==> src/rtl/core/rcfs_pkg.sv <==
package rcfs_pkg;

  // stream payload widths
  localparam int unsigned CH_W        = 4;
  localparam int unsigned SAMPLE_W    = 16;
  localparam int unsigned TIME_W      = 32;
  localparam int unsigned VALUE_W     = 12;
  localparam int unsigned IN_TDATA_W  = 56;  // 49 bits used, padded to bytes
  localparam int unsigned OUT_TDATA_W = 16;  // 13 bits used, padded to bytes

  // apb register port
  localparam int unsigned APB_ADDR_W = 6;
  localparam int unsigned APB_DATA_W = 64;
  localparam int unsigned REG_IDX_W  = 3;

  localparam logic [REG_IDX_W-1:0] REG_MODE_BITS    = 3'd0;
  localparam logic [REG_IDX_W-1:0] REG_STEPS_LOW    = 3'd1;
  localparam logic [REG_IDX_W-1:0] REG_STEPS_HIGH   = 3'd2;
  localparam logic [REG_IDX_W-1:0] REG_PULSE_MIN    = 3'd3;
  localparam logic [REG_IDX_W-1:0] REG_PULSE_MAX    = 3'd4;
  localparam logic [REG_IDX_W-1:0] REG_RANGE_MIN    = 3'd5;
  localparam logic [REG_IDX_W-1:0] REG_RANGE_MIDDLE = 3'd6;
  localparam logic [REG_IDX_W-1:0] REG_HOLD_TIME    = 3'd7;

  // channel layout
  localparam int unsigned CHANNELS_DEF    = 16;
  localparam int unsigned FLIGHT_CHANNELS = 4;
  localparam int unsigned THROTTLE_INDEX  = 3;

  // failsafe modes
  localparam logic [1:0] MODE_AUTO = 2'd0;
  localparam logic [1:0] MODE_HOLD = 2'd1;
  localparam logic [1:0] MODE_SET  = 2'd2;
  localparam logic [1:0] MODE_PASS = 2'd3;

  // time in ms stays below 2^23; deadline = ms + hold also fits
  localparam int unsigned MS_W          = 23;
  localparam int unsigned DIV_PROD_W    = 61;
  localparam int unsigned DIV_SHIFT     = 38;
  localparam logic [28:0] DIV1000_MAGIC = 29'd274877907;  // ceil(2^38 / 1000)

  localparam logic [4:0] SET_STEP_US = 5'd25;

  // reset values
  localparam logic [31:0]       RST_MODE_BITS    = 32'd1431655680;
  localparam logic [47:0]       RST_STEPS_LOW    = 48'd107228557313560;
  localparam logic [47:0]       RST_STEPS_HIGH   = 48'd107228562556440;
  localparam logic [VALUE_W-1:0] RST_PULSE_MIN   = 12'd885;
  localparam logic [VALUE_W-1:0] RST_PULSE_MAX   = 12'd2115;
  localparam logic [VALUE_W-1:0] RST_RANGE_MIN   = 12'd1000;
  localparam logic [VALUE_W-1:0] RST_RANGE_MIDDLE = 12'd1500;
  localparam logic [15:0]       RST_HOLD_TIME    = 16'd300;
  localparam logic [VALUE_W-1:0] RST_LAST_VALUE  = 12'd1500;
  localparam logic [VALUE_W-1:0] RST_LAST_THROTTLE = 12'd1000;
  localparam logic [MS_W-1:0]   RST_DEADLINE     = 23'd300;

  typedef struct packed {
    logic [31:0]        mode_bits;
    logic [47:0]        steps_low;
    logic [47:0]        steps_high;
    logic [VALUE_W-1:0] pulse_min;
    logic [VALUE_W-1:0] pulse_max;
    logic [VALUE_W-1:0] range_min;
    logic [VALUE_W-1:0] range_middle;
    logic [15:0]        hold_time_ms;
  } cfg_t;

endpackage

==> src/rtl/core/rc_channel_failsafe.sv <==
// rc channel failsafe: takes one receiver channel word per cycle unless the output
// stalls (channel index in tuser, pulse width, signal-present flag and microsecond
// time in tdata) and returns the channel's output after failsafe handling and
// clamping to the pulse limits, plus the running flight-channels-valid flag of the
// frame. Sustained rate is one word per clock while m_axis_tready is held high; a
// word passes through the input register, ms register and output register in that
// order (the ms conversion sits in front of the middle register and the state update
// in front of the output register). The limit is the per-channel state loop: last
// output, hold deadline and frame flag are read and written back in the update
// stage, so consecutive words see each other's effects. Channel 0 opens a frame.
// Configuration sits behind a 64-bit apb port, register i at byte address 8*i; the
// user must write it only while the stream is idle, the block does not enforce this.
module rc_channel_failsafe #(
  parameter int unsigned CHANNELS = rcfs_pkg::CHANNELS_DEF
) (
  input  logic                               clk_i,
  input  logic                               rst_ni,
  // input stream
  input  logic                               s_axis_tvalid,
  output logic                               s_axis_tready,
  // sample [15:0], signal_present [16], time_us [48:17], zero pad
  input  logic [rcfs_pkg::IN_TDATA_W-1:0]    s_axis_tdata,
  // channel [3:0]
  input  logic [rcfs_pkg::CH_W-1:0]          s_axis_tuser,
  // output stream
  output logic                               m_axis_tvalid,
  input  logic                               m_axis_tready,
  // value [11:0], flight_valid [12], zero pad
  output logic [rcfs_pkg::OUT_TDATA_W-1:0]   m_axis_tdata,
  // configuration
  input  logic                               psel,
  input  logic                               penable,
  input  logic                               pwrite,
  input  logic [rcfs_pkg::APB_ADDR_W-1:0]    paddr,
  input  logic [rcfs_pkg::APB_DATA_W-1:0]    pwdata,
  output logic [rcfs_pkg::APB_DATA_W-1:0]    prdata,
  output logic                               pready
);
  import rcfs_pkg::*;

  localparam int unsigned IDX_W = $clog2(CHANNELS);

  cfg_t cfg;

  rcfs_regs u_regs (
    .clk_i   (clk_i),
    .rst_ni  (rst_ni),
    .psel    (psel),
    .penable (penable),
    .pwrite  (pwrite),
    .paddr   (paddr),
    .pwdata  (pwdata),
    .prdata  (prdata),
    .pready  (pready),
    .cfg_o   (cfg)
  );

  // pipeline flow control: every stage advances when the one after it has room
  logic s1_valid_q, s2_valid_q, out_valid_q;
  logic out_take, s2_free, s1_free;

  assign out_take      = !out_valid_q || m_axis_tready;
  assign s2_free       = !s2_valid_q || out_take;
  assign s1_free       = !s1_valid_q || s2_free;
  assign s_axis_tready = s1_free;

  // stage 1: input register
  logic [CH_W-1:0]     s1_ch_q;
  logic [SAMPLE_W-1:0] s1_sample_q;
  logic                s1_sig_q;
  logic [TIME_W-1:0]   s1_time_q;

  always_ff @(posedge clk_i or negedge rst_ni) begin
    if (!rst_ni) begin
      s1_valid_q <= 1'b0;
    end else if (s1_free) begin
      s1_valid_q <= s_axis_tvalid;
    end
  end

  always_ff @(posedge clk_i) begin
    if (s1_free && s_axis_tvalid) begin
      s1_ch_q     <= s_axis_tuser;
      s1_sample_q <= s_axis_tdata[SAMPLE_W-1:0];
      s1_sig_q    <= s_axis_tdata[SAMPLE_W];
      s1_time_q   <= s_axis_tdata[SAMPLE_W+1 +: TIME_W];
    end
  end

  // us to ms: multiply by the scaled reciprocal of 1000, keep the high bits
  logic [DIV_PROD_W-1:0] div_prod;
  logic [MS_W-1:0]       s1_ms;

  assign div_prod = DIV_PROD_W'(s1_time_q) * DIV_PROD_W'(DIV1000_MAGIC);
  assign s1_ms    = div_prod[DIV_SHIFT +: MS_W];

  // stage 2: state read, failsafe decision and write back
  logic [CH_W-1:0]     s2_ch_q;
  logic [SAMPLE_W-1:0] s2_sample_q;
  logic                s2_sig_q;
  logic [MS_W-1:0]     s2_ms_q;

  always_ff @(posedge clk_i or negedge rst_ni) begin
    if (!rst_ni) begin
      s2_valid_q <= 1'b0;
    end else if (s2_free) begin
      s2_valid_q <= s1_valid_q;
    end
  end

  always_ff @(posedge clk_i) begin
    if (s2_free && s1_valid_q) begin
      s2_ch_q     <= s1_ch_q;
      s2_sample_q <= s1_sample_q;
      s2_sig_q    <= s1_sig_q;
      s2_ms_q     <= s1_ms;
    end
  end

  // per-channel state
  logic [VALUE_W-1:0] last_value_q [CHANNELS];
  logic [MS_W-1:0]    deadline_q   [CHANNELS];
  logic               frame_valid_q;

  logic               s2_fire;
  logic               in_range;
  logic [IDX_W-1:0]   idx;
  logic [VALUE_W-1:0] last_val;
  logic [MS_W-1:0]    deadline;
  logic [1:0]         mode;
  logic [5:0]         step_lsb;
  logic [5:0]         step;
  logic [VALUE_W:0]   set_val;     // pulse_min + 25 * step, up to 13 bits
  logic               flight;
  logic               throttle;
  logic               fv_start;
  logic               fv_end;
  logic               pulse_ok;
  logic               expired;
  logic [SAMPLE_W-1:0] v;
  logic [VALUE_W-1:0] v_clamp;
  logic [VALUE_W-1:0] res_value;
  logic               res_fv;

  assign s2_fire  = s2_valid_q && out_take;
  assign in_range = {1'b0, s2_ch_q} < (CH_W+1)'(CHANNELS);
  assign idx      = s2_ch_q[IDX_W-1:0];
  assign last_val = last_value_q[idx];
  assign deadline = deadline_q[idx];

  assign mode     = cfg.mode_bits[{s2_ch_q, 1'b0} +: 2];
  // six bits per channel, eight channels to a register
  assign step_lsb = {1'b0, s2_ch_q[2:0], 2'b00} + {2'b00, s2_ch_q[2:0], 1'b0};
  assign step     = s2_ch_q[3] ? cfg.steps_high[step_lsb +: 6]
                               : cfg.steps_low[step_lsb +: 6];
  assign set_val  = {1'b0, cfg.pulse_min}
                  + ((VALUE_W+1)'(step) * (VALUE_W+1)'(SET_STEP_US));

  assign flight   = s2_ch_q < CH_W'(FLIGHT_CHANNELS);
  assign throttle = s2_ch_q == CH_W'(THROTTLE_INDEX);

  // channel 0 reloads the frame flag from signal present
  assign fv_start = (s2_ch_q == '0) ? s2_sig_q : frame_valid_q;
  assign pulse_ok = fv_start
                 && (s2_sample_q >= SAMPLE_W'(cfg.pulse_min))
                 && (s2_sample_q <= SAMPLE_W'(cfg.pulse_max));
  assign expired  = !(s2_ms_q < deadline);

  always_comb begin
    v      = s2_sample_q;
    fv_end = fv_start;
    if (!s2_sig_q) begin
      // signal lost: per-channel failsafe mode
      case (mode)
        MODE_AUTO: begin
          if (throttle) begin
            v = SAMPLE_W'(cfg.range_min);
          end else if (flight) begin
            v = SAMPLE_W'(cfg.range_middle);
          end else begin
            v = SAMPLE_W'(last_val);
          end
        end
        MODE_HOLD: v = SAMPLE_W'(last_val);
        MODE_SET:  v = SAMPLE_W'(set_val);
        MODE_PASS: v = s2_sample_q;
        default:   v = s2_sample_q;
      endcase
    end else if (!pulse_ok) begin
      if (!expired) begin
        v = SAMPLE_W'(last_val);
      end else begin
        // past the hold window: a flight channel drops the whole frame
        if (flight) begin
          fv_end = 1'b0;
        end
        v = (mode == MODE_SET) ? SAMPLE_W'(set_val) : SAMPLE_W'(last_val);
      end
    end
  end

  // floor test wins when the limits are inverted
  always_comb begin
    if (v < SAMPLE_W'(cfg.pulse_min)) begin
      v_clamp = cfg.pulse_min;
    end else if (v > SAMPLE_W'(cfg.pulse_max)) begin
      v_clamp = cfg.pulse_max;
    end else begin
      v_clamp = v[VALUE_W-1:0];
    end
  end

  // channels beyond the table leave state alone and report zero
  assign res_value = in_range ? v_clamp : '0;
  assign res_fv    = in_range ? fv_end : frame_valid_q;

  always_ff @(posedge clk_i or negedge rst_ni) begin
    if (!rst_ni) begin
      frame_valid_q <= 1'b0;
      for (int i = 0; i < CHANNELS; i++) begin
        last_value_q[i] <= (i == THROTTLE_INDEX) ? RST_LAST_THROTTLE : RST_LAST_VALUE;
        deadline_q[i]   <= RST_DEADLINE;
      end
    end else if (s2_fire && in_range) begin
      frame_valid_q     <= fv_end;
      last_value_q[idx] <= v_clamp;
      if (pulse_ok) begin
        deadline_q[idx] <= s2_ms_q + MS_W'(cfg.hold_time_ms);
      end
    end
  end

  // output register
  logic [VALUE_W-1:0] out_value_q;
  logic               out_fv_q;

  always_ff @(posedge clk_i or negedge rst_ni) begin
    if (!rst_ni) begin
      out_valid_q <= 1'b0;
    end else if (out_take) begin
      out_valid_q <= s2_valid_q;
    end
  end

  always_ff @(posedge clk_i) begin
    if (s2_fire) begin
      out_value_q <= res_value;
      out_fv_q    <= res_fv;
    end
  end

  assign m_axis_tvalid = out_valid_q;
  assign m_axis_tdata  = {(OUT_TDATA_W-VALUE_W-1)'(0), out_fv_q, out_value_q};

endmodule

==> src/rtl/core/rcfs_regs.sv <==
module rcfs_regs (
  input  logic                               clk_i,
  input  logic                               rst_ni,
  input  logic                               psel,
  input  logic                               penable,
  input  logic                               pwrite,
  input  logic [rcfs_pkg::APB_ADDR_W-1:0]    paddr,
  input  logic [rcfs_pkg::APB_DATA_W-1:0]    pwdata,
  output logic [rcfs_pkg::APB_DATA_W-1:0]    prdata,
  output logic                               pready,
  output rcfs_pkg::cfg_t                     cfg_o
);
  import rcfs_pkg::*;

  cfg_t                 cfg_q;
  logic                 wr_en;
  logic [REG_IDX_W-1:0] reg_idx;

  assign pready  = 1'b1;
  assign wr_en   = psel & penable & pwrite & pready;
  assign reg_idx = paddr[APB_ADDR_W-1 -: REG_IDX_W];  // 8-byte register spacing

  always_ff @(posedge clk_i or negedge rst_ni) begin
    if (!rst_ni) begin
      cfg_q.mode_bits    <= RST_MODE_BITS;
      cfg_q.steps_low    <= RST_STEPS_LOW;
      cfg_q.steps_high   <= RST_STEPS_HIGH;
      cfg_q.pulse_min    <= RST_PULSE_MIN;
      cfg_q.pulse_max    <= RST_PULSE_MAX;
      cfg_q.range_min    <= RST_RANGE_MIN;
      cfg_q.range_middle <= RST_RANGE_MIDDLE;
      cfg_q.hold_time_ms <= RST_HOLD_TIME;
    end else if (wr_en) begin
      case (reg_idx)
        REG_MODE_BITS:    cfg_q.mode_bits    <= pwdata[31:0];
        REG_STEPS_LOW:    cfg_q.steps_low    <= pwdata[47:0];
        REG_STEPS_HIGH:   cfg_q.steps_high   <= pwdata[47:0];
        REG_PULSE_MIN:    cfg_q.pulse_min    <= pwdata[VALUE_W-1:0];
        REG_PULSE_MAX:    cfg_q.pulse_max    <= pwdata[VALUE_W-1:0];
        REG_RANGE_MIN:    cfg_q.range_min    <= pwdata[VALUE_W-1:0];
        REG_RANGE_MIDDLE: cfg_q.range_middle <= pwdata[VALUE_W-1:0];
        REG_HOLD_TIME:    cfg_q.hold_time_ms <= pwdata[15:0];
        default: ;
      endcase
    end
  end

  always_comb begin
    case (reg_idx)
      REG_MODE_BITS:    prdata = APB_DATA_W'(cfg_q.mode_bits);
      REG_STEPS_LOW:    prdata = APB_DATA_W'(cfg_q.steps_low);
      REG_STEPS_HIGH:   prdata = APB_DATA_W'(cfg_q.steps_high);
      REG_PULSE_MIN:    prdata = APB_DATA_W'(cfg_q.pulse_min);
      REG_PULSE_MAX:    prdata = APB_DATA_W'(cfg_q.pulse_max);
      REG_RANGE_MIN:    prdata = APB_DATA_W'(cfg_q.range_min);
      REG_RANGE_MIDDLE: prdata = APB_DATA_W'(cfg_q.range_middle);
      REG_HOLD_TIME:    prdata = APB_DATA_W'(cfg_q.hold_time_ms);
      default:          prdata = '0;
    endcase
  end

  assign cfg_o = cfg_q;

endmodule
==> config.mk <==
export PLATFORM = sky130hd
export DESIGN_NAME = rc_channel_failsafe
export DESIGN_NICKNAME = d
export VERILOG_FILES = /design/src/rtl/core/rcfs_pkg.sv /design/src/rtl/core/rc_channel_failsafe.sv /design/src/rtl/core/rcfs_regs.sv
export SDC_FILE = /design/constraint.sdc
export NUM_CORES = 2
export LEC_CHECK = 0
export BUFFER_PORTS_ARGS = -buffer_cell sky130_fd_sc_hd__buf_2
export CORE_MARGIN = 2
export CORE_UTILIZATION = 64
export DETAILED_ROUTE_END_ITERATION = 8
export GPL_TIMING_DRIVEN = 0
export PLACE_DENSITY = 0.89
export SETUP_SLACK_MARGIN = 0.15
export SYNTH_ARGS = -nofsm -noshare
export SYNTH_HDL_FRONTEND = slang
export SYNTH_HIERARCHICAL = 1
export SYNTH_SLANG_ARGS = --single-unit
==> constraint.sdc <==
create_clock -name clk_i -period 11.5 [get_ports clk_i]
set_input_delay 0.575 -clock clk_i [delete_from_list [all_inputs] [get_ports clk_i]]
set_output_delay 0.575 -clock clk_i [all_outputs]
set_load 0.05 [all_outputs]
* After elaboration in Yosys (flattened, before gate mapping)
Cells that the tools add are included.
Storage, ports and cells: register bits after elaboration 866, latch bits 0, bits in writable memories 0, memory bits (read-only) 0, bits of input ports 137, memories kept 0
Operators by class: add/subtract/negate cells 3, $mul 2, divide/modulo/power cells 0, $lt $le $gt $ge 8, equality and inequality tests 11, shift operators 3, muxes and demuxes 28, bitwise gates (word level) 3, reductions and logical operators 24
Operators by type and width (number):
- case mux 64 bit (8 select lines) | 1
- bitwise mux 368 bit | 1
- bitwise mux 192 bit | 1
- indexed part select 48 x 7 -> 6 bit | 2
- binary-select mux 23 bit (select 4 bit) | 1
- demux 23 bit (select 4 bit) | 1
- 2-to-1 mux 12 bit | 7
- 2-to-1 mux 23 bit | 3
- case mux 16 bit (4 select lines) | 1
- multiplier 32 x 29 -> 61 bit, second input constant | 1
- binary-select mux 12 bit (select 4 bit) | 1
- demux 12 bit (select 4 bit) | 1
- 2-to-1 mux 16 bit | 2
- indexed part select 32 x 6 -> 2 bit | 1
- 2-to-1 mux 13 bit | 2
- adder 23 x 16 -> 23 bit | 1
- < comparator 23 bit | 1
- AND reduction 2 bit | 9
- >= comparator 16 x 12 -> 1 bit | 1
- greater-than comparator 16 x 12 -> 1 bit | 1
- less-or-equal comparator 16 x 12 -> 1 bit | 1
- < comparator 16 x 12 -> 1 bit | 1
- adder 12 x 11 -> 13 bit | 1
- equality test 3 bit, second input constant | 4
- other kinds (20) | 36

* Longest topological paths before layout
word-level depth 13, gate-level depth with buffers 41, mapped depth without buffers 32

* Cells and area by module
Netlist, hierarchy kept.
Modules (own cells, without submodules):
- rc_channel_failsafe | instances 1, cells each 4403, area each 49600.1 µm², seq. area each 17635.7 µm²
- rcfs_regs | instances 1, cells each 678, area each 8989.9 µm², seq. area each 4893.4 µm²

* Least setup slack after synthesis
OpenSTA, ideal clock, no wires.
kind flip-flop to flip-flop, start register s2_ch_q[1], in the netlist idx[1], end register out_value_q[8], data pin, setup time 0.255 ns, arrival time 9.301 ns, data required time 11.245 ns, slack 1.944 ns, cell stages (with the launch flop) 38, path buffers 10, path through edfxtp_1 -> buf_2 -> buf_2 -> buf_2 -> buf_2 -> clkbuf_1 -> clkbuf_1 -> clkbuf_1 -> inv_1 -> ha_1 -> clkbuf_1 -> clkbuf_1 -> mux4_2 -> o22ai_1 -> ha_1 -> inv_1 -> fa_1 -> fa_1 -> [2 not listed] -> a21o_1 -> nand2_1 -> and3_1 -> o21ba_2 -> or2_2 -> mux2_2 -> o221ai_1 -> ha_1 -> a21o_1 -> a21o_1 -> a21oi_1 -> o311ai_0 -> a311oi_1 -> and4b_4 -> nor2_8 -> a21oi_2 -> buf_2 -> inv_1
On the way: cells in the longest elaborated chain, start to end 12, elaborated cells on any way between the ends 36, those cells by class 2 x add/sub; 1 x mul; 4 x order compare; 4 x eq/ne; 3 x shift; 17 x mux; 1 x bitwise; 4 x reduce/logical
RTL lines:
- start: declaration | RTL line rc_channel_failsafe.sv:98 | logic [CH_W-1:0] s2_ch_q;
- start signal: assignment | RTL line rc_channel_failsafe.sv:113 | s2_ch_q <= s1_ch_q;
- adder 5 x 4 -> 6 bit | RTL line rc_channel_failsafe.sv:153 | assign step_lsb = {1'b0, s2_ch_q[2:0], 2'b00} + {2'b00, s2_ch_q[2:0], 1'b0};
- indexed part select 48 x 7 -> 6 bit, on equally long branches | RTL line rc_channel_failsafe.sv:155, rc_channel_failsafe.sv:154
- 2-to-1 mux 6 bit | RTL line rc_channel_failsafe.sv:154 | assign step = s2_ch_q[3] ? cfg.steps_high[step_lsb +: 6]
- multiplier 6 x 5 -> 11 bit | RTL line rc_channel_failsafe.sv:157 | + ((VALUE_W+1)'(step) * (VALUE_W+1)'(SET_STEP_US));
- adder 12 x 11 -> 13 bit | RTL line rc_channel_failsafe.sv:157
- 2-to-1 mux 13 bit | RTL line rc_channel_failsafe.sv:197 | v = (mode == MODE_SET) ? SAMPLE_W'(set_val) : SAMPLE_W'(last_val);
- 2-to-1 mux 13 bit | RTL line rc_channel_failsafe.sv:190 | if (!expired) begin
- 2-to-1 mux 16 bit | RTL line rc_channel_failsafe.sv:189 | end else if (!pulse_ok) begin
- 2-to-1 mux 16 bit * | RTL line rc_channel_failsafe.sv:172 | if (!s2_sig_q) begin
- greater-than comparator 16 x 12 -> 1 bit | RTL line rc_channel_failsafe.sv:206 | end else if (v > SAMPLE_W'(cfg.pulse_max)) begin
- 2-to-1 mux 12 bit | RTL line rc_channel_failsafe.sv:206
- 2-to-1 mux 12 bit * | RTL line rc_channel_failsafe.sv:204 | if (v < SAMPLE_W'(cfg.pulse_min)) begin
- net res_value[8] | RTL line rc_channel_failsafe.sv:142 | logic [VALUE_W-1:0] res_value;
- end signal: assignment | RTL line rc_channel_failsafe.sv:247 | out_value_q <= res_value;
- end: declaration | RTL line rc_channel_failsafe.sv:234 | logic [VALUE_W-1:0] out_value_q;
The timed path passes the listed nets; every way through them passes the cells marked *. The select of a mux whose other input is x is not followed. A chain may end at the register's enable or synchronous reset.

* Final worst setup path
Ends and elaborated chain as after synthesis.

==> flow_summary.json <==
{
  "status": "finished, violations left",
  "core_area_um2": 90400,
  "p_sw_frac": 0.473,
  "pwr-share-clk": 0.150,
  "power.switching_w": 0.00986,
  "arrival_ns": 11.49,
  "synth_warnings": 6,
  "critPathRequiredTime_ns": 11.94,
  "slowest_delay_ns": 0.53,
  "die_x_um": 307,
  "io_pins": 220,
  "area_growth_pct": 10.0,
  "synth_adder_area_share": 0.214,
  "muxShareOfSynthArea": 0.178,
  "drc_errors": 2,
  "fin_util": 0.713,
  "fin_crit_ns": 11.05,
  "chipHeight_um": 307,
  "drt_first_pass_iters": 9,
  "drive_gt1_frac": 0.244,
  "synth_top_family_by_area": "adder cells",
  "ctsHtreeMaxLevel": 3,
  "grt_pass1_wl_um": 277000,
  "fin_skew_ns": 0.0218,
  "drt_iter0_drc": 5581,
  "synth-compound-area-share": 0.0838,
  "synth_area_leader_cell": "dfrtp_1",
  "grt_pass1_vias": 46900,
  "netlist_area_um2": 58600,
  "hold_ws_ns": 0.0404,
  "cts_buffers": 91,
  "yosys.area_share.simple": 0.0696,
  "grt-ovfl-total": 0,
  "port_buffers": 173,
  "crit_path_start_kind": "flip-flop",
  "ys_seq_area_frac": 0.385,
  "cts_buffer_depth": 3,
  "antenna_found_initial": 11,
  "path_clk_slew_ns": 0.06,
  "yosysTopAreaCellShare": 0.218,
  "globalRouteTotalUtil": 0.393,
  "cp-end-kind": "flip-flop",
  "setup_violations": 0,
  "grt_max_degree": 127,
  "avgSynthCellArea_um2": 11.5,
  "postSynthCellCount": 5081,
  "post-place-ws_ns": -2.47,
  "antenna_left": 0,
  "critical_path_class": "flip-flop to flip-flop",
  "fin_crit_sh": 0.960,
  "cts_tree": "built",
  "hold_class": "primary input to flip-flop",
  "vias_per_cell": 6.71,
  "gp_congestion": 1.04,
  "layout_setup_ws_ns": 0.454,
  "clock_latency_ns": 0.71,
  "final_cells": 6627,
  "crit_fanout": 19,
  "synth_edf_count": 110,
  "post-dp-hpwl_um": 131000,
  "peakVddDrop_mv": 0.793,
  "routed_wl_um": 182000,
  "rows": 110,
  "via_count": 44500,
  "slew_violations": 0,
  "slew_headroom": 0.0663,
  "initial_utilization": 0.648,
  "powerDensity_nw_per_um2": 324,
  "synthXorXnorAreaFrac": 0.00673,
  "dp.cells": 6455,
  "seq_power_share": 0.213,
  "fmax_ghz": 0.0905,
  "root_buffer": "clkbuf_16",
  "postSynth.asyncResetShare": 0.873,
  "tightest_slew_ns": 1.40,
  "rsz0062_at_grt": "false",
  "synth_area_leaders": "dfrtp_1 (22%), dfstp_2 (11%), ha_1 (11%)",
  "p_comb_frac": 0.637,
  "maxCapViolations": 0,
  "violations": "design-rule violations",
  "crit_path_top_delay_cell": "fa_1",
  "dieArea_um2": 94000,
  "synth_ff_type": "dfrtp_1",
  "p_leak_nw": 30.2,
  "routedWlPerCell_um": 27.4,
  "finalHoldViolCount": 0,
  "ys_types": 88,
  "intPower_w": 0.0110,
  "nets": 6327,
  "synth_seq_cells": 866,
  "cts_num_sinks": 866
}
## cell families (layout without fill, tap and decap cells)
group | after synthesis | count (layout)
adders and majority gates | 819 | 819
xor gates and xnor gates | 45 | 45
buffers and inverters | 912 | 1260
other | 3 | 25
DFF | 866 | 866
AOI/OAI and AO/OA | 803 | 803
muxes | 708 | 708
and+or+nand+nor | 925 | 925
## registers in the layout (all words and copies together), names as in the netlist, 4 cells and up
signal,count
s1_time_q,32
last_value_q,192
deadline_q,368
idx,4
s2_ms_q,23
s1_ch_q,4
s1_sample_q,16
u_regs/cfg_o,192
s2_sample_q,16
out_value_q,12
## cell type report
type                       instances  area (µm²)
tap                             1176        1470
buffer                           276        1340
fill                            5665       26000
clock inverter                    36         467
sequential                       866       22500
clock buffer                     132        2670
antenna                            5        12.5
timing repair buffer             183        1110
multi-input combinational       3320       32500
inverter                         633        2380
## cells in the final DEF, fill, tap and decap left out, types with 14 or more instances in the layout
| master | instances |
|---|---|
| dfstp_2 | 246 |
| mux2_2 | 359 |
| clkbuf_16 | 94 |
| a21oi_1 | 155 |
| inv_1 | 632 |
| buf_2 | 220 |
| nand4_1 | 37 |
| nand2_1 | 511 |
| mux2_4 | 20 |
| fa_1 | 308 |
| buf_6 | 18 |
| nor2_1 | 172 |
| edfxtp_1 | 110 |
| nand3_1 | 60 |
| ha_1 | 511 |
| mux4_2 | 220 |
| clkbuf_8 | 17 |
| a31oi_1 | 40 |
| o22ai_1 | 18 |
| clkbuf_1 | 182 |
| o211ai_1 | 14 |
| a211oi_1 | 30 |
| conb_1 | 20 |
| or3_1 | 44 |
| nor2b_1 | 18 |
| buf_1 | 16 |
| xor2_1 | 14 |
| nand2b_1 | 16 |
| nor3_1 | 15 |
| dfrtp_1 | 510 |
| mux2i_1 | 106 |
| a22oi_1 | 18 |
| buf_4 | 27 |
| o21ai_0 | 344 |
| xnor2_1 | 30 |
| a21o_1 | 49 |
## power groups by stage
stage	Clock, W	Combinational [W]	Sequential, W
floorplan	0	0.00889	0.00428
global placement	0	0.0119	0.00439
detailed placement	0	0.0126	0.00443
CTS	0.00311	0.0129	0.00440
global route	0.00323	0.0145	0.00447
finish	0.00312	0.0133	0.00444
## metal layers
metal / track usage / part of all wire / up-vias / wire length [µm]
li1: - / - / 18200 / -
met3: 0.122 / 0.12 / 986 / 22500
met2: 0.613 / 0.46 / 3194 / 83000
met5: 0 / 0.00044 / - / 80
met1: 0.474 / 0.34 / 22100 / 62000
met4: 0.260 / 0.077 / 12 / 14000
## stage by stage
step                       TNS, ns  total power [W]  instance area (µm²)
after floorplan                  0           0.0132                58700
after CTS                        0           0.0204                64400
after global placement    -3241.15           0.0163                61000
final                            0           0.0209                64500
after global routing             0           0.0222                64500
after detailed placement   -436.37           0.0170                61200
## what timing repair did
action	CTS	global route
setup endpoints to repair	204	199
gates resized for setup	13	15
endpoints found under the hold margin	54	0
hold buffers	1	0
setup buffers	1	0
## worst max-delay path: cells and delay by family, from the launching register on
kind	cells	cell delay, ns
AOI/OAI and AO/OA	12	3.17
DFF	1	0.52
buffers and inverters	12	2.83
adders and majority gates	6	2.45
muxes	1	0.27
and+or+nand+nor	7	1.47
## cells in the mapped netlist, types with 13 or more instances
cell,n
a211oi_1,30
a21o_1,49
a21oi_1,155
a22oi_1,18
a31oi_1,40
buf_1,19
buf_2,51
buf_4,25
buf_6,15
clkbuf_1,168
dfrtp_1,510
dfstp_2,246
edfxtp_1,110
fa_1,308
ha_1,511
inv_1,632
mux2_2,359
mux2_4,20
mux2i_1,106
mux4_2,220
nand2_1,511
nand2b_1,16
nand3_1,60
nand4_1,37
nor2_1,173
nor2b_1,18
nor3_1,15
o211ai_1,14
o21ai_0,344
o22a_1,13
o22ai_1,20
or3_1,44
xnor2_1,30
xor2_1,15
## final timing paths
| check | startpoint | endpoint | slack (ns) | cells past startpoint |
|---|---|---|---|---|
| setup / recovery | idx[1] | out_value_q[8] | 0.45 | 38 |
| hold / removal | s_axis_tdata[35] | s1_time_q[18] | 0.04 | 1 |
| setup reg to reg | idx[1] | out_value_q[8] | 0.45 | 38 |
| hold reg to reg | s1_sample_q[8] | s2_sample_q[8] | 0.42 | 0 |
| max in group asynchronous | rst_ni | last_value_q[79] | 8.98 | 5 |
| min in group asynchronous | rst_ni | u_regs/cfg_o[150] | 0.46 | 2 |
(Power assumes the default switching activity.)
